===== src/design/three_phase_current_to_dq_core_macros.svh =====
// Assertion macros used by the pipeline control of the three-phase current to d/q block
`ifndef THREE_PHASE_CURRENT_TO_DQ_CORE_MACROS_SVH
`define THREE_PHASE_CURRENT_TO_DQ_CORE_MACROS_SVH

// Same-cycle implication, checked while out of reset
`define TPCD_ASSERT_NOW(label, clk, rst_n, ante, cons) \
    label: assert property (@(posedge clk) disable iff (!rst_n) (ante) |-> (cons)) \
        else $error("tpcd: same-cycle check failed");

// Next-cycle implication, checked while out of reset
`define TPCD_ASSERT_NEXT(label, clk, rst_n, ante, cons) \
    label: assert property (@(posedge clk) disable iff (!rst_n) (ante) |=> (cons)) \
        else $error("tpcd: next-cycle check failed");

`endif


===== src/design/tpcd_pkg.sv =====
// Package: constants, stage numbers and helpers for the current to d/q block
package tpcd_pkg;

    // Default widths of the ADC samples and of the angle
    localparam int ADC_BITS_DEF   = 12;
    localparam int ANGLE_BITS_DEF = 12;

    // Fixed result and register widths
    localparam int PHASE_W    = 13;
    localparam int DQ_W       = 14;
    localparam int POLE_W     = 7;
    localparam int CFG_ADDR_W = 2;
    localparam int CFG_DATA_W = 16;

    // Register indexes
    localparam logic [CFG_ADDR_W-1:0] REG_ADC_MIDPOINT = 2'd0;
    localparam logic [CFG_ADDR_W-1:0] REG_POLE_PAIRS   = 2'd1;

    localparam logic [POLE_W-1:0] POLE_PAIRS_RESET = 7'd7;

    // Pipeline stage numbers
    localparam int STAGES     = 9;
    localparam int ST_DIFF    = 1;
    localparam int ST_MIX     = 2;
    localparam int ST_POLY_T  = 3;
    localparam int ST_POLY_U  = 4;
    localparam int ST_POLY_S  = 5;
    localparam int ST_PROD    = 6;
    localparam int ST_SUM     = 7;
    localparam int ST_ROUND   = 8;
    localparam int ST_OUT     = 9;

    // Quadrant codes
    localparam logic [1:0] QUAD_0 = 2'd0;
    localparam logic [1:0] QUAD_1 = 2'd1;
    localparam logic [1:0] QUAD_2 = 2'd2;
    localparam logic [1:0] QUAD_3 = 2'd3;

    // Quarter-wave sine polynomial, Q16
    localparam logic [16:0] QS_ONE   = 17'h10000;
    localparam logic [16:0] POLY_A   = 17'd102944;
    localparam logic [15:0] POLY_B   = 16'd42048;
    localparam logic [12:0] POLY_C   = 13'd4640;
    localparam logic [14:0] SINE_MAX = 15'd32767;

    // sqrt(3) in Q1.15
    localparam logic [16:0] SQRT3_Q15 = 17'd56756;

    // Rounding divide by 3 * 2^30: bias is half the divisor
    localparam logic [31:0] ROUND_BIAS = 32'd1610612736;
    localparam logic [14:0] M_CLAMP    = 15'd24576;
    localparam logic [15:0] DIV3_RECIP = 16'd43691;
    localparam int          DIV3_SHIFT = 17;

    // Result limits
    localparam logic signed [PHASE_W-1:0] PHASE_MAX = 13'sd4095;
    localparam logic signed [PHASE_W-1:0] PHASE_MIN = -13'sd4096;
    localparam logic [DQ_W-1:0]           DQ_MAX    = 14'd8191;

    // Saturate a phase difference to the result range
    function automatic logic signed [PHASE_W-1:0] sat_phase(input logic signed [31:0] v);
        logic signed [PHASE_W-1:0] res;
        if (v > 32'(PHASE_MAX))
            res = PHASE_MAX;
        else if (v < 32'(PHASE_MIN))
            res = PHASE_MIN;
        else
            res = PHASE_W'(v);
        return res;
    endfunction

endpackage


===== src/design/tpcd_qsine.sv =====
// Quarter-wave sine: four-stage polynomial pipeline, Q0.16 in, Q1.15 out
module tpcd_qsine (
    input  logic                      clk,
    input  logic [tpcd_pkg::STAGES:1] load,
    input  logic [16:0]               x,
    output logic [14:0]               sine
);

    logic [33:0] xx_prod;
    logic [29:0] cx2_prod;
    logic [32:0] x2t_prod;
    logic [33:0] xu_prod;
    logic [17:0] s_val;
    logic [17:0] r_val;

    logic [16:0] x2_reg, x2b_reg;
    logic [16:0] xa_reg, xb_reg, xc_reg;
    logic [15:0] t_reg;
    logic [16:0] u_reg;
    logic [14:0] r_reg;

    // Stage 2: x^2
    assign xx_prod = 34'(x) * 34'(x);

    always_ff @(posedge clk)
    begin
        if (load[tpcd_pkg::ST_MIX])
        begin
            x2_reg <= xx_prod[32:16];
            xa_reg <= x;
        end
    end

    // Stage 3: t = B - C*x^2
    assign cx2_prod = 30'(tpcd_pkg::POLY_C) * 30'(x2_reg);

    always_ff @(posedge clk)
    begin
        if (load[tpcd_pkg::ST_POLY_T])
        begin
            t_reg   <= tpcd_pkg::POLY_B - cx2_prod[29:16];
            x2b_reg <= x2_reg;
            xb_reg  <= xa_reg;
        end
    end

    // Stage 4: u = A - x^2*t
    assign x2t_prod = 33'(x2b_reg) * 33'(t_reg);

    always_ff @(posedge clk)
    begin
        if (load[tpcd_pkg::ST_POLY_U])
        begin
            u_reg  <= tpcd_pkg::POLY_A - x2t_prod[32:16];
            xc_reg <= xb_reg;
        end
    end

    // Stage 5: s = x*u, round Q16 to Q15, clamp
    assign xu_prod = 34'(xc_reg) * 34'(u_reg);
    assign s_val   = xu_prod[33:16];
    assign r_val   = (s_val + 18'd1) >> 1;

    always_ff @(posedge clk)
    begin
        if (load[tpcd_pkg::ST_POLY_S])
        begin
            if (r_val > 18'(tpcd_pkg::SINE_MAX))
                r_reg <= tpcd_pkg::SINE_MAX;
            else
                r_reg <= r_val[14:0];
        end
    end

    assign sine = r_reg;

endmodule


===== config.mk =====
export PLATFORM = sky130hd
export DESIGN_NAME = tpcd_qsine
export DESIGN_NICKNAME = d
export VERILOG_FILES = /design/src/design/three_phase_current_to_dq_core_macros.svh /design/src/design/tpcd_pkg.sv /design/src/design/tpcd_qsine.sv
export SDC_FILE = /design/constraint.sdc
export NUM_CORES = 2
export LEC_CHECK = 0
export BUFFER_PORTS_ARGS = -buffer_cell sky130_fd_sc_hd__buf_2
export CORE_MARGIN = 10
export CORE_UTILIZATION = 67
export DETAILED_ROUTE_END_ITERATION = 6
export GPL_TIMING_DRIVEN = 0
export PLACE_DENSITY_LB_ADDON = 0.25
export SLEW_MARGIN = 10
export SYNTH_ARGS = -nofsm -noshare
export SYNTH_HDL_FRONTEND = slang
export SYNTH_SLANG_ARGS = --single-unit

===== constraint.sdc =====
create_clock -name clk -period 10.05 [get_ports clk]
set_input_delay 1.005 -clock clk [delete_from_list [all_inputs] [get_ports clk]]
set_output_delay 1.005 -clock clk [all_outputs]
set_load 0.02 [all_outputs]

==> results.md <==
- DRT iter0 DRCs: approximately 1.6k
- Via count: between 20k and 25k
- Depth of the worst hold-timing path: 0
- Synth top cells by count: sky130_fd_sc_hd__inv_1 (845), sky130_fd_sc_hd__fa_1 (628), sky130_fd_sc_hd__nand2_1 (496)
- Sequential cell area fraction in the yosys report: between 10% and 20%
- Via-per-instance ratio: roughly 5.8
- Status: finished clean
- Number of buffers inserted to repair setup after CTS: 0
- All-Layer GR Usage: between 20% and 30%
- Total negative slack: 0 ns
- Gpl congestion: 0.947
- Most frequently used flop master after synthesis: sky130_fd_sc_hd__edfxtp_1
- Clock latency on the worst-skew pair: roughly 0.46 ns
- Clock root buffer: sky130_fd_sc_hd__clkbuf_16
- CTS tree: done
- EDFF count, synth: ~130
- Wire length of the first global-routing pass: 129000 microns
- Post-synth design cell area: 32700 sq um
- Post-cts gate resize count: 0
- Reg-to-reg startpoint: u_reg[9]$_DFFE_PP_
- Area of the core: 48000 sq um
- Number of antenna repair diodes: 0
- Global-route congestion overflow total: 0
- Most common cell in the synthesized netlist: sky130_fd_sc_hd__inv_1
- DPL Wire Length: about 65000 microns
- Number of cells on the worst reg-to-reg path: 26
- Post-layout net count: ~4.6k
- Fmax: about 0.11 GHz
- Share of the synthesized area in the top cell type: between 30% and 40%
- Worst hold-check slack: between 0.4 and 0.5 ns
- Deepest level of the CTS H-tree: 4
- Clock buffers created by TritonCTS: 17
- Top area cells in the synthesized netlist: sky130_fd_sc_hd__fa_1 (38%), sky130_fd_sc_hd__ha_1 (14%), sky130_fd_sc_hd__edfxtp_1 (12%)
- First-pass detailed-route iteration total: 6
- Fin crit share: 88.1%
- Layout area overhead: 4.57%
- Post-Route Utilization: a little under three quarters
- Number of placement rows: 80
- Max-cap violations: 0
- Post-layout worst setup margin: between 1 and 1.5 ns
- Worst hold endpoint: xb_reg[9]$_DFFE_PP_
- HP Class: reg -> reg
- Post-DR wirelength/cell: 18.4 microns
- DRC violation count after routing: 0
- Share of cells above drive strength 1: under 10%
- Ports placed on the boundary: 42
- Fraction of synthesis flops using an asynchronous set or reset pin: 0%
- Clock Pin Slew Worst Setup and Hold Paths: roughly 0.070 ns
- Post-synthesis register bit count: about 130
- Setup repair after global routing missed its margin: no
- CTS sink cnt: 133
- Setup Slack @ Placement: 1.35 ns
- Slew margin rel.: 22.1%
- Largest area contributor in the synthesized netlist: sky130_fd_sc_hd__fa_1
- Type of destination of the critical path: flop
- Post-detailed-routing wire length: between 70000 and 80000 microns
- Final count of hold timing violations: 0
- Startpoint of the most critical hold path: xa_reg[9]$_DFFE_PP_
- Chip width: between 200 and 250 microns
- Warnings from Yosys: 0
- Initial antenna violation count: 0
- Minimum clock period after layout: approximately 8.9 ns
- Maximum count of clock buffers along a single path: 2
- Final setup violation count: 0
- Startpoint Class: flop
- Category of the critical setup timing path: reg -> reg
- Die H: 241 microns
- Via count of the first global-routing pass: 26.0k
- Measured slew at the worst slew-check pin: 1.17 ns
- Number of buffers added on ports: 36
- Maximum number of pins on one net before global-route repair: between 50 and 60
- Unique masters post-synth: 96
- CTS Hold Buffers Added: 0
- Arrival time reported for the critical path endpoint: around 9.1 ns
- Syn_nets: around 4.5k
- FF-to-FF setup slack: about 1.2 ns
- Required @ worst endpoint: between 10 and 15 ns
- Total count of max-transition violations in the final report: 0
- Die footprint: 58100 sq um
- Mean area per synthesized cell: approximately 9.4 sq um
- Setup Skew: around 0.021 ns
- Biggest fanout along the worst timing path: 10
- Starting density of the core: 68.1%
- Cells after Synth: 3491
- Antenna Nets Post-Route: 0
- Endpoint of the worst-slack reg-to-reg timing path: sine[6]$_SDFFCE_PN1P_
per-stage QoR:
stage / std cells / instance area, sq um
after floorplan: 3491 / 32700
after global placement: 4142 / 33700
after detailed placement: 4142 / 33700
after CTS: 4173 / 34200
after global routing: 4173 / 34200
final: 4173 / 34200
metal layers:
layer  GRT usage, %  part of all wire (%)  vias to the layer above
li1               -                     -                    10808
met1           35.9                    40                    12068
met2           46.9                    48                      910
met3           4.53                   7.1                      215
met4           12.0                   4.2                        0
met5              0                     0                        -
layout by cell type (no fill, tap or decap), types with 52 or more instances in the layout:
cell type,Yosys,routed
sky130_fd_sc_hd__a21oi_1,68,68
sky130_fd_sc_hd__and2_1,275,275
sky130_fd_sc_hd__clkbuf_1,112,112
sky130_fd_sc_hd__edfxtp_1,133,133
sky130_fd_sc_hd__fa_1,628,628
sky130_fd_sc_hd__ha_1,373,373
sky130_fd_sc_hd__inv_1,845,845
sky130_fd_sc_hd__nand2_1,496,496
sky130_fd_sc_hd__nor2_1,72,72
sky130_fd_sc_hd__xnor2_1,52,52
critical path: stages (launching register included):
cell and delay (ns):
sky130_fd_sc_hd__edfxtp_1 0.32, sky130_fd_sc_hd__clkbuf_1 0.51, sky130_fd_sc_hd__clkbuf_1 0.55, sky130_fd_sc_hd__nand2_1 0.18, sky130_fd_sc_hd__fa_1 0.54, sky130_fd_sc_hd__inv_1 0.05, sky130_fd_sc_hd__fa_1 0.50, sky130_fd_sc_hd__inv_1 0.06
sky130_fd_sc_hd__fa_1 0.52, sky130_fd_sc_hd__inv_1 0.05, sky130_fd_sc_hd__fa_1 0.43, sky130_fd_sc_hd__fa_1 0.56, sky130_fd_sc_hd__fa_1 0.43, sky130_fd_sc_hd__ha_1 0.28, sky130_fd_sc_hd__buf_2 0.19, sky130_fd_sc_hd__and3_1 0.31
sky130_fd_sc_hd__and2_1 0.25, sky130_fd_sc_hd__and4_1 0.28, sky130_fd_sc_hd__nor3_1 0.07, sky130_fd_sc_hd__nor3_1 0.47, sky130_fd_sc_hd__o311ai_1 0.35, sky130_fd_sc_hd__nor4_1 0.64, sky130_fd_sc_hd__nand4_1 0.26, sky130_fd_sc_hd__mux2_2 0.35
sky130_fd_sc_hd__nand3_2 0.17, sky130_fd_sc_hd__buf_4 0.21, sky130_fd_sc_hd__nand2_1 0.07
final cells by class:
class	count	area, sq um
buffer	118	462
fill	3629	13800
tap	615	769
multi-input combinational	2395	25100
inverter	845	3170
clock buffer	17	425
clock inverter	14	121
sequential	133	3990
timing repair buffer	36	180
worst max-delay path by stage:
stage	slack (ns)	endpoint	from	depth (start not counted)
6_report	1.19	sine[6]$_SDFFCE_PN1P_	u_reg[9]$_DFFE_PP_	26
3_5_place_dp	1.35	sine[6]$_SDFFCE_PN1P_	u_reg[9]$_DFFE_PP_	26
2_1_floorplan	2.52	u_reg[16]$_DFFE_PP_	t_reg[4]$_DFFE_PP_	29
5_1_grt	0.60	sine[6]$_SDFFCE_PN1P_	u_reg[9]$_DFFE_PP_	26
3_3_place_gp	1.53	sine[5]$_SDFFCE_PN1P_	u_reg[9]$_DFFE_PP_	26
4_1_cts	1.34	sine[12]$_SDFFCE_PN1P_	u_reg[9]$_DFFE_PP_	26
kinds of logic after synthesis:
family	count (synthesis)	synth area share, %
flip-flops	133	12.2
XOR/XNOR	93	2.54
AO/OA/AOI/OAI	283	6.18
AND/OR/NAND/NOR	1012	15.1
buffers and inverters	963	11.1
adder cells (fa/ha/maj)	1001	52.7
multiplexers	6	0.195
Power is left out: the tool's default activity adds up to more than one toggle a clock period on the data nets, which glitch-free logic cannot reach.
