--- src/design/three_phase_current_to_dq_core_macros.svh ---
// Assertion macros used by the pipeline control of the three-phase current to d/q block
`ifndef THREE_PHASE_CURRENT_TO_DQ_CORE_MACROS_SVH
`define THREE_PHASE_CURRENT_TO_DQ_CORE_MACROS_SVH

// Same-cycle implication, checked while out of reset
`define TPCD_ASSERT_NOW(label, clk, rst_n, ante, cons) \
    label: assert property (@(posedge clk) disable iff (!rst_n) (ante) |-> (cons)) \
        else $error("tpcd: same-cycle check failed");

// Next-cycle implication, checked while out of reset
`define TPCD_ASSERT_NEXT(label, clk, rst_n, ante, cons) \
    label: assert property (@(posedge clk) disable iff (!rst_n) (ante) |=> (cons)) \
        else $error("tpcd: next-cycle check failed");

`endif

--- src/design/tpcd_pkg.sv ---
// Package: constants, stage numbers and helpers for the current to d/q block
package tpcd_pkg;

    // Default widths of the ADC samples and of the angle
    localparam int ADC_BITS_DEF   = 12;
    localparam int ANGLE_BITS_DEF = 12;

    // Fixed result and register widths
    localparam int PHASE_W    = 13;
    localparam int DQ_W       = 14;
    localparam int POLE_W     = 7;
    localparam int CFG_ADDR_W = 2;
    localparam int CFG_DATA_W = 16;

    // Register indexes
    localparam logic [CFG_ADDR_W-1:0] REG_ADC_MIDPOINT = 2'd0;
    localparam logic [CFG_ADDR_W-1:0] REG_POLE_PAIRS   = 2'd1;

    localparam logic [POLE_W-1:0] POLE_PAIRS_RESET = 7'd7;

    // Pipeline stage numbers
    localparam int STAGES     = 9;
    localparam int ST_DIFF    = 1;
    localparam int ST_MIX     = 2;
    localparam int ST_POLY_T  = 3;
    localparam int ST_POLY_U  = 4;
    localparam int ST_POLY_S  = 5;
    localparam int ST_PROD    = 6;
    localparam int ST_SUM     = 7;
    localparam int ST_ROUND   = 8;
    localparam int ST_OUT     = 9;

    // Quadrant codes
    localparam logic [1:0] QUAD_0 = 2'd0;
    localparam logic [1:0] QUAD_1 = 2'd1;
    localparam logic [1:0] QUAD_2 = 2'd2;
    localparam logic [1:0] QUAD_3 = 2'd3;

    // Quarter-wave sine polynomial, Q16
    localparam logic [16:0] QS_ONE   = 17'h10000;
    localparam logic [16:0] POLY_A   = 17'd102944;
    localparam logic [15:0] POLY_B   = 16'd42048;
    localparam logic [12:0] POLY_C   = 13'd4640;
    localparam logic [14:0] SINE_MAX = 15'd32767;

    // sqrt(3) in Q1.15
    localparam logic [16:0] SQRT3_Q15 = 17'd56756;

    // Rounding divide by 3 * 2^30: bias is half the divisor
    localparam logic [31:0] ROUND_BIAS = 32'd1610612736;
    localparam logic [14:0] M_CLAMP    = 15'd24576;
    localparam logic [15:0] DIV3_RECIP = 16'd43691;
    localparam int          DIV3_SHIFT = 17;

    // Result limits
    localparam logic signed [PHASE_W-1:0] PHASE_MAX = 13'sd4095;
    localparam logic signed [PHASE_W-1:0] PHASE_MIN = -13'sd4096;
    localparam logic [DQ_W-1:0]           DQ_MAX    = 14'd8191;

    // Saturate a phase difference to the result range
    function automatic logic signed [PHASE_W-1:0] sat_phase(input logic signed [31:0] v);
        logic signed [PHASE_W-1:0] res;
        if (v > 32'(PHASE_MAX))
            res = PHASE_MAX;
        else if (v < 32'(PHASE_MIN))
            res = PHASE_MIN;
        else
            res = PHASE_W'(v);
        return res;
    endfunction

endpackage

--- src/design/tpcd_ctrl.sv ---
// Pipeline control: stage valid bits and per-stage load enables
`include "three_phase_current_to_dq_core_macros.svh"

module tpcd_ctrl (
    input  logic                        clk,
    input  logic                        rst_n,
    input  logic                        in_valid,
    output logic                        in_ready,
    output logic                        out_valid,
    input  logic                        out_ready,
    output logic [tpcd_pkg::STAGES:1]   load
);

    logic [tpcd_pkg::STAGES:1]   vld_reg;
    logic [tpcd_pkg::STAGES:1]   vld_next;
    logic [tpcd_pkg::STAGES+1:1] rdy;
    logic [tpcd_pkg::STAGES:1]   vld_src;

    // A stage takes a new item when empty or when the next stage takes its own
    always_comb
    begin
        rdy[tpcd_pkg::STAGES+1] = out_ready;
        for (int k = tpcd_pkg::STAGES; k >= 1; k--)
        begin
            rdy[k] = !vld_reg[k] || rdy[k+1];
        end
    end

    assign vld_src = {vld_reg[tpcd_pkg::STAGES-1:1], in_valid};

    always_comb
    begin
        for (int k = 1; k <= tpcd_pkg::STAGES; k++)
        begin
            vld_next[k] = rdy[k] ? vld_src[k] : vld_reg[k];
        end
    end

    always_ff @(posedge clk or negedge rst_n)
    begin
        if (!rst_n)
            vld_reg <= '0;
        else
            vld_reg <= vld_next;
    end

    assign load      = rdy[tpcd_pkg::STAGES:1];
    assign in_ready  = rdy[1];
    assign out_valid = vld_reg[tpcd_pkg::STAGES];

    // An accepted item lands in the first stage
    `TPCD_ASSERT_NEXT(a_accept_fills, clk, rst_n, in_valid && in_ready, vld_reg[1])
    // A ready sink never blocks the input
    `TPCD_ASSERT_NOW(a_ready_through, clk, rst_n, out_ready, in_ready)
    // An empty output stage leaves room at the input
    `TPCD_ASSERT_NOW(a_bubble_ready, clk, rst_n, !out_valid, in_ready)

endmodule

--- config.mk ---
export PLATFORM = sky130hd
export DESIGN_NAME = tpcd_ctrl
export DESIGN_NICKNAME = d
export VERILOG_FILES = /design/src/design/tpcd_pkg.sv /design/src/design/tpcd_ctrl.sv
export VERILOG_INCLUDE_DIRS = /design/src /design/src/design
export SDC_FILE = /design/constraint.sdc
export NUM_CORES = 1
export LEC_CHECK = 0
export BUFFER_PORTS_ARGS = -buffer_cell sky130_fd_sc_hd__buf_4
export CAP_MARGIN = 10
export CELL_PAD_IN_SITES_DETAIL_PLACEMENT = 2
export CELL_PAD_IN_SITES_GLOBAL_PLACEMENT = 2
export CORE_MARGIN = 2
export CORE_UTILIZATION = 27
export DETAILED_ROUTE_END_ITERATION = 12
export MAX_ROUTING_LAYER = met4
export PLACE_DENSITY = 0.78
export SLEW_MARGIN = 20
export SYNTH_ARGS = -nofsm -noshare
export SYNTH_HDL_FRONTEND = slang
export SYNTH_SLANG_ARGS = --single-unit
export TNS_END_PERCENT = 20
--- constraint.sdc ---
create_clock -name clk -period 1.7 [get_ports clk]
set_input_delay 0.34 -clock clk [delete_from_list [all_inputs] [get_ports clk]]
set_output_delay 0.34 -clock clk [all_outputs]
set_load 0.01 [all_outputs]
==> impl_metrics.toml, run 1 <==
[final_layout]
drive_gt1_frac = 0.509
largest_reg_flops = 9
utilization = 0.427
layout_common_cells = "buf_4 (18), dfrtp_1 (7), nand2b_1 (3), clkbuf_4 (3)"
finalNetCount = 58
area_growth_pct = 43.1
num_antenna_cells = 0
layout_commonest_cell = "buf_4"

[worst_setup_path]
end_kind = "primary output"
cp.required_ps = 1360
crit_start = "vld_reg[8]"
cp-endpoint = "load[7]"
startpoint_type = "register"
regToRegEndpoint = "vld_reg[4]"
crit_type = "register to primary output"
r2r-start = "vld_reg[8]"
path_max_fanout = 12
cp.arrival_ps = 1310
ff2ff_path_depth = 5
worst-r2r-setup-slack_ps = 350

[floorplanning]
die_area_um2 = 1800
core_um2 = 1330
start_util = 0.298
core.rowCount = 13
die_x_um = 42.4
die_h_um = 42.4
io_pins = 15

[clock_tree]
worstSkewPairLatency_ps = 260
cts_tree = "done"
h-tree-depth = 1
path_clk_slew_ps = 60
numClockSinks = 9
clk_path_buf_depth = 2
cts_buffers = 3
clock_tree.root_cell = "clkbuf_4"

[timing]
worst_slew_margin_rel = 0.890
hold_viol = 0
tns_ps = 0
period_minus_slack_ps = 1650
period_share = 0.968
slew_violations = 0
setup_ws_ps = 54.8
setup_violations = 0
skew_ps = 0.974
timing.hold.ws_ps = 264
grt_setup_unrepaired = "true"
fmax_mhz = 608
tightestPinTransition_ps = 165

[synth]
synthDistinctLibCells = 16
avgSynthCellArea_um2 = 12.1
synth_cells = 33
synthArstFlopShare = 1.00
synth_top_area_frac = 0.566
yosysSeqAreaShare = 0.566
syn_area_um2 = 398
yosysTopAreaCell = "dfrtp_1"
syn_nets = 37
synth_ff_type = "dfrtp_1"
yosys_warnings = 0
synth_edf_count = 0
synth_seq_cells = 9
synth_area_leaders = "dfrtp_1 (57%), buf_6 (5.7%), a41o_1 (5.0%)"

[placement]
dp_slack_ps = 161
gp_congestion = 0.721
place_hpwl_um = 694
numPortBuffers = 14

[run_status]
outcome = "complete, no violations"

[drt]
vias_per_cell = 4.97
routed_wl_um = 1010
drtAntennaViolNets = 0
detail_route.wl_per_cell_um = 14.9
dr.first_iter.drc_count = 2
drc = 0
dr.pass1.iters = 2
via_count = 338

[hold_path]
min_path_type = "input pin to register"

[pwr]
cellPowerDensity_nw_per_um2 = 1200
vdd_drop_max_uv = 508
p_leak_uw = 0.000260

[grt]
grt_first_pass_wirelength_um = 1690
grt_util_all_layers = 0.134
antenna_found_initial = 0
grt_max_degree = 15
grt_overflow_total = 0
grt_pass1_vias = 363

[run]
max_cap_violations = 0
## cell usage after synthesis, types with 2 or more instances
library cell,count
nand2b_1,3
nand2_1,2
a21o_1,2
a41o_1,2
nand4_1,2
a31o_2,2
buf_6,2
nand3_1,2
dfrtp_1,9
## where the power goes
| part | internal (uW) | total [uW] | switching [uW] |
|---|---|---|---|
| clock | 90.5 | 165 | 74.5 |
| combinational | 124 | 220 | 95.8 |
| sequential | 254 | 299 | 45.2 |
| total | 469 | 685 | 216 |
## cells by family (layout without fill, tap and decap cells)
kind of cell | Yosys count | after routing | share of synthesized area
AOI/OAI and AO/OA | 6 | 6 | 0.132
buffers and inverters | 5 | 25 | 0.0975
and+or+nand+nor | 13 | 13 | 0.204
DFF | 9 | 9 | 0.566
## through the flow
| step | power (uW) | area [um^2] | instances |
|---|---|---|---|
| 3_3_place_gp | 466 | 494 | 59 |
| 2_1_floorplan | 410 | 398 | 33 |
| 4_1_cts | 661 | 537 | 64 |
| 5_1_grt | 737 | 569 | 68 |
| 3_5_place_dp | 481 | 494 | 59 |
| 6_report | 685 | 569 | 68 |
## worst max-delay path, stage by stage, from the launching register on
cell,delay (ps)
dfrtp_1,400
and4b_1,220
buf_6,140
buf_4,130
inv_1,50
buf_4,110
## how the worst min path moves through the flow
stage	start	endpoint	slack (ps)	cells after the start
CTS	in_valid	vld_reg[1]	250	2
detailed placement	rst_n	vld_reg[9]	170	1
finish	in_valid	vld_reg[1]	260	2
floorplan	rst_n	vld_reg[1]	40	0
global route	in_valid	vld_reg[1]	260	2
global placement	rst_n	vld_reg[2]	160	1
## cell type report
class	count	area (um^2)
Sequential cell	9	228
Multi-Input combinational cell	19	136
Timing Repair Buffer	20	156
Fill cell	144	764
Clock buffer	4	26.3
Tap cell	15	18.8
Inverter	1	3.75
## per-layer routing
metal | share of wire | routed length [um] | global-route usage
met1 | 0.39 | 399 | 0.145
met5 | 0 | 0 | -
met4 | 0.016 | 16 | 0.0750
met3 | 0.050 | 51 | 0.0431
met2 | 0.54 | 546 | 0.215
## repair_timing
item | 4_1_cts | 5_1_grt
hold endpoints to repair | 9 | 0
setup buffers | 0 | 4
gates resized for setup | 3 | 2
hold buffers | 1 | 0
setup endpoints to repair | 2 | 4
pin swaps | 0 | 0
Power figures use the tool's default switching activity.
==> run 2: changes to the inputs <==
CORE_UTILIZATION = 24   (was 27)
PLACE_DENSITY = 0.74   (was 0.78)
SLEW_MARGIN = 25   (was 20)
clock period = 1.4 ns   (was 1.7 ns; I/O delays follow)
==> run 2 against run 1 <==
Compared with the run above: critical endpoint is now load[1]; critical path depth decreased by 1; design area increased by 11%; cell count increased by 7.4%; critical path type unchanged; the run now ends with negative setup slack left.
==> impl_metrics.toml, run 2 (synthesis results as in run 1) <==
[final_layout]
nFillCells = 171
finalNetCount = 62
layout_common_cells = "buf_4 (17), dfrtp_1 (9), buf_6 (5), clkbuf_4 (3)"
area_growth_pct = 59.1
fin_cells = 73
num_antenna_cells = 0
layout_commonest_cell = "buf_4"
largest_reg_flops = 9
drive_gt1_frac = 0.544

[worst_setup_path]
crit_slowest_cell = "dfrtp_1"
crit_type = "register to primary output"
path_cells = "and4b_2 -> buf_12 -> nand4_1 -> buf_4"
cp.arrival_ps = 1290
ff2ff_path_depth = 4
cp_slowest_stage_delay_ps = 350
critPathBufInv = 2
cp-endpoint = "load[1]"
end_kind = "primary output"
worst-path-stages = 4
crit_family = "simple AND/OR/NAND/NOR gates"
path_max_fanout = 12
r2r-start = "vld_reg[8]"
crit_start = "vld_reg[8]"
regToRegEndpoint = "vld_reg[5]"
startpoint_type = "register"
worst-r2r-setup-slack_ps = 130
cp.required_ps = 1120

[pwr]
cellPowerDensity_nw_per_um2 = 1400
p_switching_uw = 270
pwr-share-comb = 0.402
clkPwrFrac = 0.223
switching_share = 0.304
vdd_drop_max_uv = 676
intPower_uw = 619
p_leak_uw = 0.000294
seq_power_share = 0.375

[placement]
place_hpwl_um = 670
dp_slack_ps = 6.08
placed_cells_incl_taps = 63
numPortBuffers = 14
gp_congestion = 0.670

[grt]
grt_pass1_vias = 375
grt_overflow_total = 0
grt_util_all_layers = 0.125
grt_max_degree = 13
grt_first_pass_wirelength_um = 1640
antenna_found_initial = 0

[floorplanning]
core.rowCount = 14
core_um2 = 1520
io_pins = 15
die_h_um = 44.7
die_area_um2 = 2000
die_x_um = 44.7
start_util = 0.261

[timing]
skew_ps = 11.6
setup_ws_ps = -173
tns_ps = -1260
slew_violations = 0
tightestPinTransition_ps = 152
hold_viol = 0
setup_violations = 11
grt_setup_unrepaired = "true"
worst_slew_margin_rel = 0.899
period_minus_slack_ps = 1570
period_share = 1.12
fmax_mhz = 636

[drt]
detail_route.wl_per_cell_um = 13.8
drc = 0
drtAntennaViolNets = 0
vias_per_cell = 4.90
dr.pass1.iters = 2
via_count = 358
dr.first_iter.drc_count = 1
routed_wl_um = 1010

[run_status]
outcome = "complete, but fails checks"
violations = "negative setup slack"

[clock_tree]
cts_tree = "done"
path_clk_slew_ps = 60
cts_buffers = 3
worstSkewPairLatency_ps = 260
clk_path_buf_depth = 2
clock_tree.root_cell = "clkbuf_4"
h-tree-depth = 1
numClockSinks = 9

[run]
max_cap_violations = 0

[hold_path]
min_path_type = "input pin to register"
## run 2: repair_timing
item,in CTS,in global routing
resized for setup,4,4
hold buffers,1,0
buffers inserted,4,1
pin swaps,2,1
hold endpoints to repair,9,0
setup endpoints to repair,8,10
## run 2: how the worst min path moves through the flow
stage             start    endpoint  slack (ps)  depth (start not counted)
3_5_place_dp      rst_n  vld_reg[9]         110                          1
2_1_floorplan     rst_n  vld_reg[1]         -20                          0
6_report       in_valid  vld_reg[1]         220                          2
5_1_grt        in_valid  vld_reg[1]         220                          2
4_1_cts        in_valid  vld_reg[1]         210                          2
3_3_place_gp      rst_n  vld_reg[9]         110                          1
## run 2: layer usage
metal	global-route usage	part of all wire
met4	0.0364	0
met2	0.194	0.56
met1	0.135	0.37
met3	0.0720	0.064
met5	-	0
## run 2: worst register-to-register path, delay by kind of cell (launching register included)
kind / cells / cell delay (ps)
DFF: 1 / 380
and+or+nand+nor: 1 / 270
buffers and inverters: 2 / 270
AOI/OAI and AO/OA: 1 / 230
## run 2: final cells by class
class / count / area [um^2] / area share
timing repair buffer: 24 / 214 / 0.338
tap: 16 / 20.0 / 0.0316
clock buffer: 4 / 26.3 / 0.0415
sequential: 9 / 225 / 0.356
inverter: 1 / 3.75 / 0.00593
multi-input combinational: 19 / 144 / 0.227
## run 2: power groups by stage
stage / combinational [uW] / clock, uW / sequential, uW
after global placement: 287 / 0 / 336
after CTS: 347 / 210 / 334
final: 357 / 199 / 333
after global routing: 388 / 223 / 339
after detailed placement: 295 / 0 / 339
after floorplan: 151 / 0 / 346
## run 2: per-stage QoR
| stage | utilization | area (um^2) | hold slack, ps | power, uW |
|---|---|---|---|---|
| 6_report | 0.415 | 633 | 215 | 889 |
| 2_1_floorplan | - | 398 | -15.6 | 497 |
| 3_3_place_gp | 0.348 | 531 | 110 | 623 |
| 4_1_cts | 0.400 | 609 | 207 | 890 |
| 3_5_place_dp | 0.348 | 531 | 112 | 634 |
| 5_1_grt | 0.415 | 633 | 218 | 950 |
==> run 3: changes to the inputs <==
ABC_AREA = 1   (was not set)
CORE_UTILIZATION = 23   (was 24)
SKIP_CTS_REPAIR_TIMING = 1   (was not set)
==> run 3 against run 2 <==
Compared with the run above: the run still ends with negative setup slack left; sequential power rose by 6.9%; non-clock buffer count fell by 4; register-to-register slack improved by 200 ps; clock power rose by 3%; global-route usage fell by 0.95 points; largest cell class unchanged; highest routed layer is now met4.
==> impl_metrics.toml, run 3 <==
[final_layout]
layout_common_cells = "buf_4 (19), inv_1 (11), nand2_1 (10), dfrtp_1 (9), clkbuf_4 (3)"
drive_gt1_frac = 0.468
finalNetCount = 67
largest_reg_flops = 9
layout_commonest_cell = "buf_4"
seq_area_um2 = 225
utilization = 0.380
area_growth_pct = 50.5
num_antenna_cells = 0
nFillCells = 194
multi_input_area_um2 = 128

[floorplanning]
core_um2 = 1560
core.rowCount = 14
die_area_um2 = 2060
die_x_um = 45.4
die_h_um = 45.4
start_util = 0.253
io_pins = 15

[timing]
tns_ps = -1330
worst_slew_margin_rel = 0.900
grt_setup_unrepaired = "true"
hold_viol = 0
period_share = 1.16
timing.hold.ws_ps = 206
setup_ws_ps = -218
fmax_mhz = 618
slew_violations = 0
skew_ps = 2.95
tightestPinTransition_ps = 150
setup_violations = 8
period_minus_slack_ps = 1620

[pwr]
vdd_drop_max_uv = 727
p_leak_uw = 0.000310
cellPowerDensity_nw_per_um2 = 1480
power_uw = 875

[grt]
grt_first_pass_wirelength_um = 1550
grt_overflow_total = 0
grt_util_all_layers = 0.115
antenna_found_initial = 0
grt_max_degree = 10
grt_pass1_vias = 375

[clock_tree]
clock_tree.root_cell = "clkbuf_4"
worstSkewPairLatency_ps = 260
clk_path_buf_depth = 2
numClockSinks = 9
path_clk_slew_ps = 60
h-tree-depth = 1
cts_buffers = 3
cts_tree = "done"

[synth]
synth_top_family_by_area = "simple AND/OR/NAND/NOR gates"
yosys.area_share.xor_xnor = 0
yosys-top-cells-count = "inv_1 (11), nand2_1 (10), dfrtp_1 (9), nand3_2 (2), nor2_4 (2)"
syn_nets = 43
synthArstFlopShare = 1.00
synth_edf_count = 0
yosys_warnings = 0
avgSynthCellArea_um2 = 10.1
synth_ff_type = "dfrtp_1"
yosysSeqAreaShare = 0.571
syn_area_um2 = 394
yosysTopAreaCell = "dfrtp_1"
synth_area_leaders = "dfrtp_1 (57%), inv_1 (10%), nand2_1 (9.5%)"
synth_top_area_frac = 0.571
synth_compound_area_frac = 0
synthDistinctLibCells = 10
synth_mux_area_frac = 0
synth_cells = 39
synth.most_common_cell = "inv_1"
synth-simple-area-share = 0.305
synth_seq_cells = 9
synthAdderAreaFrac = 0

[worst_setup_path]
cp-endpoint = "load[1]"
ff2ff_path_depth = 5
crit_start = "vld_reg[9]"
cp.arrival_ps = 1340
regToRegEndpoint = "vld_reg[6]"
crit_type = "register to primary output"
cp.required_ps = 1120
end_kind = "primary output"
r2r-start = "vld_reg[9]"
startpoint_type = "register"
worst-r2r-setup-slack_ps = 330
path_max_fanout = 4

[run_status]
outcome = "complete, but fails checks"
violations = "negative setup slack"

[drt]
dr.first_iter.drc_count = 3
detail_route.wl_per_cell_um = 10.8
vias_per_cell = 4.19
via_count = 327
dr.pass1.iters = 2
drtAntennaViolNets = 0
drc = 0
routed_wl_um = 845

[placement]
dp_slack_ps = -59.8
numPortBuffers = 14
place_hpwl_um = 680
gp_congestion = 0.655

[hold_path]
min_path_type = "input pin to register"

[run]
max_cap_violations = 0
-- run 3: final cells by class --
cell class | count | area share
clock buffer | 4 | 0.0443
inverter | 11 | 0.0696
multi-input combinational | 18 | 0.215
sequential | 9 | 0.380
tap | 16 | 0.0338
timing repair buffer | 20 | 0.257
-- run 3: cells by family after synthesis --
group | Yosys count
AND/OR/NAND/NOR | 18
buffers and inverters | 12
flip-flops | 9
-- run 3: worst min-delay path by stage --
stage,start,endpoint,slack [ps],cells after the start
after floorplan,rst_n,vld_reg[1],-20,0
after global placement,rst_n,vld_reg[5],110,1
after detailed placement,rst_n,vld_reg[7],110,1
after CTS,rst_n,vld_reg[7],-170,1
after global routing,in_valid,vld_reg[1],230,3
final,in_valid,vld_reg[1],210,3
-- run 3: worst max-delay path, stage by stage (launching register included) --
cell     delay, ps
dfrtp_1        390
nand3_4        100
nor2_4         110
nand4_4        100
nor2_4         130
nand3_2         90
buf_4          150
-- run 3: through the flow --
stage          area [um^2]  std cells
2_1_floorplan          402         39
3_3_place_gp           549         72
3_5_place_dp           549         72
4_1_cts                576         76
5_1_grt                593         78
6_report               593         78
-- run 3: metal layers --
| layer | vias up | wire (um) | global-route usage |
|---|---|---|---|
| met4 | 0 | 33 | 0.106 |
| met2 | 12 | 425 | 0.163 |
| met5 | - | 0 | - |
| met1 | 156 | 339 | 0.134 |
| li1 | 155 | - | - |
| met3 | 4 | 46 | 0.0238 |
-- run 3: report_power, final --
group          switching [uW]  internal [uW]
combinational             155            159
sequential               44.1            312
clock                    94.1            110
total                     294            582
