<file path="src/design/three_phase_current_to_dq_core_macros.svh">
// Assertion macros used by the pipeline control of the three-phase current to d/q block
`ifndef THREE_PHASE_CURRENT_TO_DQ_CORE_MACROS_SVH
`define THREE_PHASE_CURRENT_TO_DQ_CORE_MACROS_SVH

// Same-cycle implication, checked while out of reset
`define TPCD_ASSERT_NOW(label, clk, rst_n, ante, cons) \
    label: assert property (@(posedge clk) disable iff (!rst_n) (ante) |-> (cons)) \
        else $error("tpcd: same-cycle check failed");

// Next-cycle implication, checked while out of reset
`define TPCD_ASSERT_NEXT(label, clk, rst_n, ante, cons) \
    label: assert property (@(posedge clk) disable iff (!rst_n) (ante) |=> (cons)) \
        else $error("tpcd: next-cycle check failed");

`endif

</file>
<file path="src/design/tpcd_pkg.sv">
// Package: constants, stage numbers and helpers for the current to d/q block
package tpcd_pkg;

    // Default widths of the ADC samples and of the angle
    localparam int ADC_BITS_DEF   = 12;
    localparam int ANGLE_BITS_DEF = 12;

    // Fixed result and register widths
    localparam int PHASE_W    = 13;
    localparam int DQ_W       = 14;
    localparam int POLE_W     = 7;
    localparam int CFG_ADDR_W = 2;
    localparam int CFG_DATA_W = 16;

    // Register indexes
    localparam logic [CFG_ADDR_W-1:0] REG_ADC_MIDPOINT = 2'd0;
    localparam logic [CFG_ADDR_W-1:0] REG_POLE_PAIRS   = 2'd1;

    localparam logic [POLE_W-1:0] POLE_PAIRS_RESET = 7'd7;

    // Pipeline stage numbers
    localparam int STAGES     = 9;
    localparam int ST_DIFF    = 1;
    localparam int ST_MIX     = 2;
    localparam int ST_POLY_T  = 3;
    localparam int ST_POLY_U  = 4;
    localparam int ST_POLY_S  = 5;
    localparam int ST_PROD    = 6;
    localparam int ST_SUM     = 7;
    localparam int ST_ROUND   = 8;
    localparam int ST_OUT     = 9;

    // Quadrant codes
    localparam logic [1:0] QUAD_0 = 2'd0;
    localparam logic [1:0] QUAD_1 = 2'd1;
    localparam logic [1:0] QUAD_2 = 2'd2;
    localparam logic [1:0] QUAD_3 = 2'd3;

    // Quarter-wave sine polynomial, Q16
    localparam logic [16:0] QS_ONE   = 17'h10000;
    localparam logic [16:0] POLY_A   = 17'd102944;
    localparam logic [15:0] POLY_B   = 16'd42048;
    localparam logic [12:0] POLY_C   = 13'd4640;
    localparam logic [14:0] SINE_MAX = 15'd32767;

    // sqrt(3) in Q1.15
    localparam logic [16:0] SQRT3_Q15 = 17'd56756;

    // Rounding divide by 3 * 2^30: bias is half the divisor
    localparam logic [31:0] ROUND_BIAS = 32'd1610612736;
    localparam logic [14:0] M_CLAMP    = 15'd24576;
    localparam logic [15:0] DIV3_RECIP = 16'd43691;
    localparam int          DIV3_SHIFT = 17;

    // Result limits
    localparam logic signed [PHASE_W-1:0] PHASE_MAX = 13'sd4095;
    localparam logic signed [PHASE_W-1:0] PHASE_MIN = -13'sd4096;
    localparam logic [DQ_W-1:0]           DQ_MAX    = 14'd8191;

    // Saturate a phase difference to the result range
    function automatic logic signed [PHASE_W-1:0] sat_phase(input logic signed [31:0] v);
        logic signed [PHASE_W-1:0] res;
        if (v > 32'(PHASE_MAX))
            res = PHASE_MAX;
        else if (v < 32'(PHASE_MIN))
            res = PHASE_MIN;
        else
            res = PHASE_W'(v);
        return res;
    endfunction

endpackage

</file>
<file path="src/design/tpcd_front.sv">
// Front end: midpoint removal, electrical angle, Clarke sums, phase saturation
module tpcd_front #(
    parameter int ADC_BITS   = tpcd_pkg::ADC_BITS_DEF,
    parameter int ANGLE_BITS = tpcd_pkg::ANGLE_BITS_DEF
) (
    input  logic                                  clk,
    input  logic [tpcd_pkg::STAGES:1]             load,
    input  logic [ADC_BITS-1:0]                   sample_a,
    input  logic [ADC_BITS-1:0]                   sample_b,
    input  logic [ADC_BITS-1:0]                   sample_c,
    input  logic [ANGLE_BITS-1:0]                 mech_angle,
    input  logic [ADC_BITS-1:0]                   midpoint,
    input  logic [tpcd_pkg::POLE_W-1:0]           pole_pairs,
    output logic [16:0]                           x_sin,
    output logic [16:0]                           x_cos,
    output logic [1:0]                            quad,
    output logic signed [ADC_BITS+2:0]            asum,
    output logic signed [ADC_BITS+1:0]            bmc,
    output logic signed [tpcd_pkg::PHASE_W-1:0]   pa,
    output logic signed [tpcd_pkg::PHASE_W-1:0]   pb,
    output logic signed [tpcd_pkg::PHASE_W-1:0]   pc
);

    localparam int DW = ADC_BITS + 1;
    localparam int AW = ADC_BITS + 3;
    localparam int BW = ADC_BITS + 2;
    localparam int EW = ANGLE_BITS + tpcd_pkg::POLE_W;
    localparam int FW = ANGLE_BITS - 2;
    localparam int XS = 18 - ANGLE_BITS;

    logic [EW-1:0]          e_prod;
    logic [ANGLE_BITS-1:0]  e_angle;
    logic [16:0]            x_next;
    logic signed [DW-1:0]   da_next, db_next, dc_next;

    logic signed [DW-1:0]   da_reg, db_reg, dc_reg;
    logic [16:0]            xs_reg, xc_reg;
    logic [1:0]             quad1_reg, quad2_reg;
    logic signed [AW-1:0]   asum_reg;
    logic signed [BW-1:0]   bmc_reg;
    logic signed [tpcd_pkg::PHASE_W-1:0] pa_reg, pb_reg, pc_reg;

    // Stage 1: subtract midpoint, electrical angle wrapped to one turn
    assign da_next = $signed({1'b0, sample_a}) - $signed({1'b0, midpoint});
    assign db_next = $signed({1'b0, sample_b}) - $signed({1'b0, midpoint});
    assign dc_next = $signed({1'b0, sample_c}) - $signed({1'b0, midpoint});
    assign e_prod  = EW'(mech_angle) * EW'(pole_pairs);
    assign e_angle = e_prod[ANGLE_BITS-1:0];
    assign x_next  = 17'({e_angle[FW-1:0], {XS{1'b0}}});

    always_ff @(posedge clk)
    begin
        if (load[tpcd_pkg::ST_DIFF])
        begin
            da_reg    <= da_next;
            db_reg    <= db_next;
            dc_reg    <= dc_next;
            quad1_reg <= e_angle[ANGLE_BITS-1 -: 2];
            xs_reg    <= x_next;
            xc_reg    <= tpcd_pkg::QS_ONE - x_next;
        end
    end

    // Stage 2: 2a - b - c and b - c, saturated phase outputs
    always_ff @(posedge clk)
    begin
        if (load[tpcd_pkg::ST_MIX])
        begin
            asum_reg  <= (AW'(da_reg) <<< 1) - AW'(db_reg) - AW'(dc_reg);
            bmc_reg   <= BW'(db_reg) - BW'(dc_reg);
            quad2_reg <= quad1_reg;
            pa_reg    <= tpcd_pkg::sat_phase(32'(da_reg));
            pb_reg    <= tpcd_pkg::sat_phase(32'(db_reg));
            pc_reg    <= tpcd_pkg::sat_phase(32'(dc_reg));
        end
    end

    assign x_sin = xs_reg;
    assign x_cos = xc_reg;
    assign quad  = quad2_reg;
    assign asum  = asum_reg;
    assign bmc   = bmc_reg;
    assign pa    = pa_reg;
    assign pb    = pb_reg;
    assign pc    = pc_reg;

endmodule

</file>
<file path="config.mk">
export PLATFORM = sky130hd
export DESIGN_NAME = tpcd_front
export DESIGN_NICKNAME = d
export VERILOG_FILES = /design/src/design/three_phase_current_to_dq_core_macros.svh /design/src/design/tpcd_pkg.sv /design/src/design/tpcd_front.sv
export SDC_FILE = /design/constraint.sdc
export NUM_CORES = 1
export LEC_CHECK = 0
export BUFFER_PORTS_ARGS = -buffer_cell sky130_fd_sc_hd__buf_4
export CORE_MARGIN = 2
export CORE_UTILIZATION = 57
export DETAILED_ROUTE_END_ITERATION = 10
export GPL_TIMING_DRIVEN = 0
export HOLD_SLACK_MARGIN = 0.03
export PLACE_DENSITY = 0.92
export SLEW_MARGIN = 20
export SYNTH_ARGS = -nofsm -noshare
export SYNTH_HDL_FRONTEND = slang
export SYNTH_SLANG_ARGS = --single-unit
</file>
<file path="constraint.sdc">
create_clock -name clk -period 5.6 [get_ports clk]
set_input_delay 0.84 -clock clk [delete_from_list [all_inputs] [get_ports clk]]
set_output_delay 0.84 -clock clk [all_outputs]
set_load 0.01 [all_outputs]
</file>
==> results of run 1 <==
## logic make-up after synthesis
| logic type | after synthesis | share of synthesized area |
|---|---|---|
| buffers and inverters | 166 | 0.0729 |
| XOR/XNOR | 76 | 0.0727 |
| flip-flops | 131 | 0.425 |
| adder cells (fa/ha/maj) | 145 | 0.236 |
| other | 1 | 0.000405 |
| AND/OR/NAND/NOR | 171 | 0.0922 |
| AO/OA/AOI/OAI | 139 | 0.100 |
| multiplexers | 1 | 0.00108 |
## how the worst max path moves through the flow
stage	from	endpoint	slack (ns)
final	pole_pairs[1]	x_cos[15]$_DFFE_PP_	0.81
after global routing	pole_pairs[1]	x_cos[15]$_DFFE_PP_	0.59
after detailed placement	pole_pairs[1]	x_cos[15]$_DFFE_PP_	0.34
after CTS	pole_pairs[1]	x_cos[15]$_DFFE_PP_	0.81
after global placement	pole_pairs[1]	x_cos[15]$_DFFE_PP_	0.40
after floorplan	pole_pairs[1]	x_cos[15]$_DFFE_PP_	0.81
## where the power goes
part / switching (mW) / leakage [nW] / total [mW] / internal [mW]
registers: 0.0937 / 1.28 / 1.54 / 1.45
clock network: 0.433 / 0.275 / 1.09 / 0.657
logic: 1.09 / 3.60 / 2.03 / 0.941
## layout by cell type (no fill, tap or decap), drive strengths merged, types with 14 or more instances in the layout
cell type / synthesis / layout
inv: 110 / 113
buf: 15 / 175
clkbuf: 41 / 58
fa: 49 / 49
xnor2: 48 / 48
o21ai: 26 / 26
a21oi: 41 / 41
o21a: 14 / 14
nand2: 42 / 42
nor2: 39 / 39
and2: 41 / 41
a21o: 18 / 18
ha: 96 / 96
nor3: 14 / 14
edfxtp: 131 / 131
xor2: 28 / 28
## layout make-up
type,count,area (µm²)
Buffer,56,263
Clock buffer,17,425
Clock inverter,15,159
Fill cell,1067,4520
Inverter,110,413
Multi-Input combinational cell,545,4700
Sequential cell,131,3930
Tap cell,216,270
Timing Repair Buffer,160,1200
## cells in the mapped netlist, types with 3 or more instances
library cell  instances  share of area
nand2_1              42          0.017
nor2_1               38          0.015
a21o_1               18          0.015
or3_1                 4         0.0027
a41oi_1               4         0.0038
nor2b_1              10         0.0068
a21oi_1              39          0.021
ha_1                 96           0.13
buf_4                14          0.011
o21ai_0              25          0.014
edfxtp_1            131           0.42
nand3_1               6         0.0032
nor3_1               13         0.0070
o31ai_1               4         0.0032
inv_1               110          0.045
clkbuf_1             41          0.017
o21a_1               14          0.011
and2_1               41          0.028
a31oi_1               4         0.0027
o21bai_1              4         0.0032
or2_2                 3         0.0020
nand2b_1              5         0.0034
xor2_1               28          0.026
fa_1                 49           0.11
xnor2_1              47          0.044
o31a_1                3         0.0028
a21boi_0              5         0.0041
## metal layers
metal  vias up  wire length [µm]
li1       3152                 -
met1      3212              7390
met2       232             11200
met3        61              1280
met4         0               807
met5         -                 0
## worst max-delay path, stage by stage
cell	delay (ns)
buf_4	0.11
clkbuf_1	0.20
and2_1	0.23
fa_1	0.47
inv_1	0.05
fa_1	0.47
inv_1	0.06
fa_1	0.53
inv_1	0.06
fa_1	0.52
inv_1	0.04
ha_1	0.32
o21a_1	0.13
o31a_1	0.18
a21oi_1	0.08
or3_1	0.43
nor3_2	0.16
xnor2_1	0.08
## stage by stage
step            util  total power [mW]  std cells
2_1_floorplan      -              2.91        842
3_3_place_gp   0.679              3.44       1218
3_5_place_dp   0.679              3.56       1218
4_1_cts        0.715              4.68       1250
5_1_grt        0.715              4.96       1250
6_report       0.715              4.67       1250
==> metrics.md, run 1 <==
| Metric | Value |
|---|---|
| Status | `finished, final reports clean` |
| CTS tree | `built` |
| # IOs | `181` |
| EDFF count, synth | `131` |
| Gr usage total | `0.250` |
| Setup violations, final | `0` |
| Synth async-reset ratio | `0` |
| Gr ovfl total | `0` |
| Max_cap viols | `0` |
| # nets final | `1243` |
| Drt first pass iters | `4` |
| Worst r2r path cells | `9` |
| Post-DP HPWL | `15900 µm` |
| Worst Hold Launch | `quad1_reg[0]$_DFFE_PP_` |
| Site Rows | `46` |
| Worst r2r src | `db_reg[4]$_DFFE_PP_` |
| Max reg flops | `15` |
| RSZ-0062 raised after global routing | `false` |
| Post-CTS Hold Fix Bufs | `0` |
| Core Region | `0.0159 mm²` |
| CTS Buf Count | `17` |
| Share of layout cells above drive strength 1 | `0.211` |
| Die ar. | `0.0173 mm²` |
| Non-Filler Cell Area, Final | `0.0114 mm²` |
| Pin count of the biggest net entering global routing | `71` |
| Die width | `131 µm` |
| Clock skew after layout | `0.00722 ns` |
| Max_slew headroom | `0.418` |
| Overall die height | `131 µm` |
| Sequential-to-total area share from yosys stat | `0.425` |
| Clk pin slew, worst setup/hold paths | `0.06 ns` |
| Most used routing layer in global routing | `met2` |
| Fin. max-slew vios | `0` |
| Min Clock Period, post-route | `4.79 ns` |
| Count of different cell masters after synthesis | `51` |
| CTS Sinks | `131` |
| Routed Antenna Nets | `0` |
| DR iter-0 viols | `404` |
| Hold Crit Class | `reg -> reg` |
| Synth Cell Area | `0.00926 mm²` |
| Met1 Use GR | `0.253` |
| Routed vias/inst | `5.33` |
| Data arrival, critical path | `4.96 ns` |
| Initial Util | `0.583` |
| Max frequency | `209 MHz` |
| Initial antenna violation count | `0` |
| Final worst-path setup slack | `0.805 ns` |
| H-tree Lvls | `4` |
| Routability Congestion | `0.848` |
| Hold Crit Depth | `0` |
| Most common flop cell mapped by yosys | `edfxtp_1` |
| Ant diodes | `0` |
| First-pass GRT wire length | `34000 µm` |
| Gates resized, CTS repair | `0` |
| Met3 Use GR | `0.0710` |
| Reg2reg end | `asum[11]$_DFFE_PP_` |
| Pwr/cell area | `411 mW/mm²` |
| DRC | `0` |
| WHS | `0.421 ns` |
| Drt wl/cell | `16.6 µm` |
| Area Growth Syn to Fin | `22.7%` |
| DR vias | `6657` |
| Syn Area/Cell | `11.2 µm²` |
| Worst EP required | `5.77 ns` |
| Setup TNS | `0 ns` |
| Leak | `5.15 nW` |
| Post-CTS Setup Inserts | `0` |
| Clk Latency, worst-skew pair | `0.43 ns` |
| M2 GR Usage | `0.472` |
| R2R setup slack | `2.67 ns` |
| Worst Path Max Fanout | `10` |
| Root Buffer | `clkbuf_16` |
| Final WL | `20700 µm` |
| Crit. End Element | `register` |
| Post-Syn Instances | `830` |
| CP Launch Type | `input pin` |
| Longest Clk Path Bufs | `2` |
| Actual slew at the worst max-slew pin | `0.874 ns` |
| Synth warn | `0` |
| Vias in the first global route | `7126` |
| Port Buf Inserts | `160` |
| Fin crit share | `0.856` |
| Pre-CTS WS | `0.342 ns` |
| Kind of critical path | `in -> reg` |
| Synthesized flop and latch total | `131` |
| Dpl cell area | `0.0108 mm²` |
| Final Hold Viols | `0` |
| Hold EP | `quad[0]$_DFFE_PP_` |
| Maximum VDD drop | `0.000277 V` |
Power figures use the tool's default switching activity.
==> run 2, diff against run 1 <==
--- a/config.mk
+++ b/config.mk
@@ -7,11 +7,11 @@
 export LEC_CHECK = 0
 export BUFFER_PORTS_ARGS = -buffer_cell sky130_fd_sc_hd__buf_4
 export CORE_MARGIN = 2
-export CORE_UTILIZATION = 57
+export CORE_UTILIZATION = 61
 export DETAILED_ROUTE_END_ITERATION = 10
 export GPL_TIMING_DRIVEN = 0
 export HOLD_SLACK_MARGIN = 0.03
-export PLACE_DENSITY = 0.92
+export PLACE_DENSITY = 0.95
 export SLEW_MARGIN = 20
 export SYNTH_ARGS = -nofsm -noshare
 export SYNTH_HDL_FRONTEND = slang
==> constraint.sdc (replaced) <==
create_clock -name clk -period 6.2 [get_ports clk]
set_input_delay 1.24 -clock clk [delete_from_list [all_inputs] [get_ports clk]]
set_output_delay 1.24 -clock clk [all_outputs]
set_load 0.01 [all_outputs]
==> metrics.md, run 2 (synthesis results as in run 1) <==
| Metric | Value |
|---|---|
| CTS tree | `built` |
| Pre-CTS WS | `0.511 ns (+0.169 ns)` |
| Post-DP HPWL | `15900 µm (about the same)` |
| Longest Clk Path Bufs | `2 (unchanged)` |
| Leak | `5.18 nW (+0.45%)` |
| Reg2reg end | `asum[11]$_DFFE_PP_` |
| Crit. End Element | `register` |
| Worst Hold Launch | `quad1_reg[0]$_DFFE_PP_` |
| Core Region | `0.0150 mm² (-5.4%)` |
| Pwr/cell area | `385 mW/mm² (-6.3%)` |
| Actual slew at the worst max-slew pin | `0.898 ns (+0.0240 ns)` |
| CTS Sinks | `131 (unchanged)` |
| Setup TNS | `0 ns (unchanged)` |
| Max_slew headroom | `0.402 (-0.0160)` |
| Hold EP | `quad[0]$_DFFE_PP_` |
| DRC | `0 (unchanged)` |
| Post-placement cell count | `1190 (-2.3%)` |
| Worst r2r src | `dc_reg[4]$_DFFE_PP_` |
| Drt first pass iters | `9 (+5)` |
| Die width | `127 µm (-3.2%)` |
| Max frequency | `193 MHz` |
| Data arrival, critical path | `5.37 ns (+0.41 ns)` |
| Hold Crit Class | `reg -> reg` |
| Routed vias/inst | `5.78 (+8.5%)` |
| Pwr Total | `4.38 mW (-6.2%)` |
| Post-layout util | `0.757 (+0.0412)` |
| Clock skew after layout | `0.00704 ns (-0.000189 ns)` |
| Worst r2r path cells | `9 (unchanged)` |
| Clk pin slew, worst setup/hold paths | `0.06 ns (about the same)` |
| Gates resized, CTS repair | `0 (unchanged)` |
| Max reg flops | `15 (unchanged)` |
| Max_cap viols | `0 (unchanged)` |
| Area Growth Syn to Fin | `22.8% (about the same)` |
| Final Hold Viols | `0 (unchanged)` |
| Routability Congestion | `0.893 (+5.2%)` |
| Initial Util | `0.616 (+0.0331)` |
| Die ar. | `0.0162 mm² (-6.4%)` |
| Final WL | `22500 µm (+8.5%)` |
| Post-CTS Setup Inserts | `0 (unchanged)` |
| Port Buf Inserts | `160 (unchanged)` |
| First-pass GRT wire length | `34800 µm (+2.5%)` |
| # nets final | `1243 (unchanged)` |
| H-tree Lvls | `4 (unchanged)` |
| Fin crit share | `0.838` |
| Routed Antenna Nets | `0 (unchanged)` |
| Overall die height | `127 µm (-3.2%)` |
| Vias in the first global route | `7013 (-1.6%)` |
| Post-CTS Hold Fix Bufs | `0 (unchanged)` |
| Gr ovfl total | `0 (unchanged)` |
| Site Rows | `45 (-2.2%)` |
| Pin count of the biggest net entering global routing | `71 (unchanged)` |
| # IOs | `181 (unchanged)` |
| Ant diodes | `0 (unchanged)` |
| Min Clock Period, post-route | `5.19 ns` |
| Fin. max-slew vios | `0 (unchanged)` |
| Gr usage total | `0.280 (+0.0294)` |
| Non-Filler Cell Area, Final | `0.0114 mm² (about the same)` |
| Most common cell after layout, fill and taps aside | `buf_4` |
| Final worst-path setup slack | `1.01 ns (+0.201 ns)` |
| Fill cells | `875 (-18%)` |
| Worst EP required | `6.37 ns (+0.60 ns)` |
| Status | `finished, final reports clean` |
| Clk Latency, worst-skew pair | `0.43 ns (about the same)` |
| Worst Path Max Fanout | `10 (unchanged)` |
| Initial antenna violation count | `0 (unchanged)` |
| R2R setup slack | `3.32 ns (+0.65 ns)` |
| CP Launch Type | `input pin` |
| Hold Crit Depth | `0 (unchanged)` |
| Layout Cells excl Fill | `1222 (-2.2%)` |
| Dpl cell area | `0.0107 mm² (-0.32%)` |
| Drt wl/cell | `18.4 µm (+11%)` |
| RSZ-0062 raised after global routing | `false` |
| Setup violations, final | `0 (unchanged)` |
| WHS | `0.418 ns (-0.00316 ns)` |
| Root Buffer | `clkbuf_16` |
| Maximum VDD drop | `0.000225 V (-19%)` |
| DR iter-0 viols | `695 (+72%)` |
| Kind of critical path | `in -> reg` |
| Most frequent cells in the layout | `buf_4 (174), edfxtp_1 (131), inv_1 (110)` |
| Share of layout cells above drive strength 1 | `0.211 (unchanged)` |
| DR vias | `7061 (+6.1%)` |
| CTS Buf Count | `17 (unchanged)` |
==> run 2: area by class of cell <==
type	instances	area (µm²)	share of cell area
multi-input combinational	545	4700	0.413
sequential	131	3930	0.346
timing repair buffer	160	1200	0.106
clock buffer	18	429	0.0377
inverter	110	413	0.0363
buffer	56	263	0.0231
tap	188	235	0.0207
clock inverter	14	200	0.0176
==> run 2: metal layers <==
layer  global-route usage  vias to the layer above  wire, µm  part of all wire
met5                    0                        -         0                 0
li1                     -                     3147         -                 -
met1                0.301                     3397      7760              0.35
met2                0.515                      422     11900              0.53
met4                0.136                        0      1010             0.045
met3               0.0670                       95      1790             0.079
==> run 2: power by group <==
group	internal [mW]	total, mW	switching [mW]	leakage (nW)
Sequential	1.31	1.39	0.0874	1.28
Combinational	0.852	1.89	1.04	3.60
Clock	0.679	1.09	0.415	0.298
Total	2.84	4.38	1.54	5.18
==> run 2: worst max path at each step <==
stage / from / to / slack (ns) / cells past startpoint
after detailed placement: pole_pairs[1] / x_cos[15]$_DFFE_PP_ / 0.51 / 18
after floorplan: pole_pairs[1] / x_cos[15]$_DFFE_PP_ / 1.01 / 17
after global routing: pole_pairs[1] / x_cos[15]$_DFFE_PP_ / 0.80 / 18
after global placement: pole_pairs[1] / x_cos[15]$_DFFE_PP_ / 0.59 / 18
final: pole_pairs[1] / x_cos[15]$_DFFE_PP_ / 1.01 / 18
after CTS: pole_pairs[1] / x_cos[15]$_DFFE_PP_ / 0.97 / 18
==> run 2: worst max-delay path, stage by stage <==
cell	delay, ns
buf_4	0.11
clkbuf_1	0.19
and2_1	0.23
fa_1	0.47
inv_1	0.05
fa_1	0.47
inv_1	0.05
fa_1	0.53
inv_1	0.05
fa_1	0.53
inv_1	0.04
ha_1	0.33
o21a_1	0.14
o31a_1	0.17
a21oi_1	0.09
or3_1	0.42
nor3_2	0.16
xnor2_1	0.09
==> run 3, diff against run 2 <==
--- a/config.mk
+++ b/config.mk
@@ -7,11 +7,11 @@
 export LEC_CHECK = 0
 export BUFFER_PORTS_ARGS = -buffer_cell sky130_fd_sc_hd__buf_4
 export CORE_MARGIN = 2
-export CORE_UTILIZATION = 61
+export CORE_UTILIZATION = 51
 export DETAILED_ROUTE_END_ITERATION = 10
 export GPL_TIMING_DRIVEN = 0
 export HOLD_SLACK_MARGIN = 0.03
-export PLACE_DENSITY = 0.95
+export PLACE_DENSITY = 0.88
 export SLEW_MARGIN = 20
 export SYNTH_ARGS = -nofsm -noshare
 export SYNTH_HDL_FRONTEND = slang
==> constraint.sdc (replaced) <==
create_clock -name clk -period 4.7 [get_ports clk]
set_input_delay 0.94 -clock clk [delete_from_list [all_inputs] [get_ports clk]]
set_output_delay 0.94 -clock clk [all_outputs]
set_load 0.01 [all_outputs]
==> metrics.md, run 3 (synthesis results as in run 1) <==
| Metric | Value |
|---|---|
| Clk Latency, worst-skew pair | `0.42 ns (about the same)` |
| Vias in the first global route | `6961 (-0.74%)` |
| Actual slew at the worst max-slew pin | `0.906 ns (+0.00879 ns)` |
| Port Buf Inserts | `160 (unchanged)` |
| Pre-CTS WS | `-0.375 ns (-0.886 ns)` |
| Routed vias/inst | `5.31 (-8.1%)` |
| Pin count of the biggest net entering global routing | `71 (unchanged)` |
| DR vias | `6715 (-4.9%)` |
| Area Growth Syn to Fin | `23.5%` |
| Clock skew after layout | `0.00970 ns (+0.00266 ns)` |
| RSZ-0062 raised after global routing | `false` |
| Register area | `0.00393 mm² (unchanged)` |
| Worst Path Max Fanout | `10 (unchanged)` |
| Hold Crit Depth | `0 (unchanged)` |
| Status | `finished, final reports clean` |
| Max reg flops | `15 (unchanged)` |
| R2R setup slack | `1.80 ns (-1.52 ns)` |
| Post-layout util | `0.639 (-0.118)` |
| Fin. max-slew vios | `0 (unchanged)` |
| Hold Crit Class | `reg -> reg` |
| Overall die height | `139 µm (+9.1%)` |
| Final Hold Viols | `0 (unchanged)` |
| Initial Util | `0.517 (-0.0988)` |
| Gr usage total | `0.215 (-0.0643)` |
| # IOs | `181 (unchanged)` |
| Worst EP required | `4.86 ns (-1.51 ns)` |
| Crit. End Element | `register` |
| Drt first pass iters | `8 (-1)` |
| WHS | `0.433 ns (+0.0151 ns)` |
| Root Buffer | `clkbuf_16` |
| Max frequency | `219 MHz` |
| Longest Clk Path Bufs | `2 (unchanged)` |
| Final WL | `20800 µm (-7.5%)` |
| Maximum VDD drop | `0.000309 V (+37%)` |
| Worst Hold Launch | `quad1_reg[0]$_DFFE_PP_` |
| Min Clock Period, post-route | `4.56 ns` |
| Max_cap viols | `0 (unchanged)` |
| Routability Congestion | `0.854 (-4.3%)` |
| Worst r2r src | `dc_reg[4]$_DFFE_PP_` |
| H-tree Lvls | `4 (unchanged)` |
| Clk pin slew, worst setup/hold paths | `0.06 ns (about the same)` |
| Worst r2r path cells | `9 (unchanged)` |
| Fin crit share | `0.970` |
| Post-CTS Hold Fix Bufs | `0 (unchanged)` |
| CTS tree | `built` |
| CTS Buf Count | `17 (unchanged)` |
| Non-Filler Cell Area, Final | `0.0114 mm² (+0.56%)` |
| Dpl cell area | `0.0108 mm² (+0.79%)` |
| First-pass GRT wire length | `33000 µm (-5.3%)` |
| Gr ovfl total | `0 (unchanged)` |
| Die width | `139 µm (+9.1%)` |
| Core Region | `0.0179 mm² (+19%)` |
| Share of layout cells above drive strength 1 | `0.218 (+0.00677)` |
| Site Rows | `49 (+8.9%)` |
| Multi-input logic area | `0.00473 mm² (+0.69%)` |
| DR iter-0 viols | `388 (-44%)` |
| Most common cell after layout, fill and taps aside | `buf_4` |
| CTS Sinks | `131 (unchanged)` |
| Pwr/cell area | `496 mW/mm² (+29%)` |
| Gates resized, CTS repair | `0 (unchanged)` |
| CP Launch Type | `input pin` |
| Die ar. | `0.0193 mm² (+19%)` |
| DRC | `0 (unchanged)` |
| Final worst-path setup slack | `0.142 ns (-0.864 ns)` |
| Data arrival, critical path | `4.72 ns (-0.65 ns)` |
| Kind of critical path | `in -> reg` |
| Leak | `5.17 nW (-0.13%)` |
| Hold EP | `quad[0]$_DFFE_PP_` |
| Post-DP HPWL | `15700 µm (-1.1%)` |
| Initial antenna violation count | `1 (+1)` |
| Setup violations, final | `0 (unchanged)` |
| Reg2reg end | `asum[12]$_DFFE_PP_` |
| # nets final | `1243 (unchanged)` |
| Max_slew headroom | `0.396 (-0.00586)` |
| Drt wl/cell | `16.4 µm (-11%)` |
| Routed Antenna Nets | `0 (unchanged)` |
| Post-CTS Setup Inserts | `0 (unchanged)` |
| Most frequent cells in the layout | `buf_4 (174), edfxtp_1 (131), inv_1 (109)` |
| Fill cells | `1336 (+53%)` |
-- run 3: report_power, final --
group	switching (mW)	total (mW)	internal, mW
clock	0.554	1.35	0.800
combinational	1.35	2.48	1.13
sequential	0.117	1.84	1.73
-- run 3: routing by layer --
metal | vias to the layer above | GRT usage | wire (µm)
met3 | 58 | 0.0487 | 1320
met2 | 253 | 0.411 | 11400
met5 | - | 0 | 28
met4 | 2 | 0.0930 | 691
li1 | 3147 | - | -
met1 | 3255 | 0.225 | 7360
-- run 3: worst max-delay path by stage --
stage	start	end	slack, ns	cells after the start
global route	pole_pairs[1]	x_cos[14]$_DFFE_PP_	0.02	18
floorplan	pole_pairs[1]	x_cos[15]$_DFFE_PP_	-0.02	17
detailed placement	pole_pairs[1]	x_cos[15]$_DFFE_PP_	-0.37	18
finish	pole_pairs[1]	x_cos[14]$_DFFE_PP_	0.14	18
global placement	pole_pairs[1]	x_cos[15]$_DFFE_PP_	-0.32	18
CTS	pole_pairs[1]	x_cos[15]$_DFFE_PP_	0.07	18
-- run 3: per-stage QoR --
step                setup TNS (ns)  std cells  total power, mW
floorplan                  -0.0160        842             3.49
global placement             -1.31       1231             4.13
detailed placement           -1.85       1231             4.29
CTS                              0       1263             5.67
global route                     0       1264             5.99
finish                           0       1264             5.68
-- run 3: final cells by class --
| type | count | area share |
|---|---|---|
| flip-flops and latches | 131 | 0.344 |
| diodes | 1 | 0.000219 |
| well taps | 229 | 0.0250 |
| repair buffers | 160 | 0.105 |
| clock buffers | 18 | 0.0375 |
| clock inverters | 14 | 0.0147 |
| multi-input cells | 545 | 0.414 |
| plain buffers | 56 | 0.0238 |
| inverters | 110 | 0.0361 |
-- run 3: critical path, stage by stage --
cell and delay [ns]:
buf_4 0.12, clkbuf_8 0.15, and2_4 0.16, fa_1 0.47
inv_1 0.05, fa_1 0.47, inv_1 0.05, fa_1 0.47
inv_1 0.05, fa_1 0.49, inv_2 0.05, ha_4 0.27
o21a_1 0.11, o31a_1 0.20, a21oi_2 0.07, or3_1 0.43
nor2_2 0.13, xnor2_1 0.07
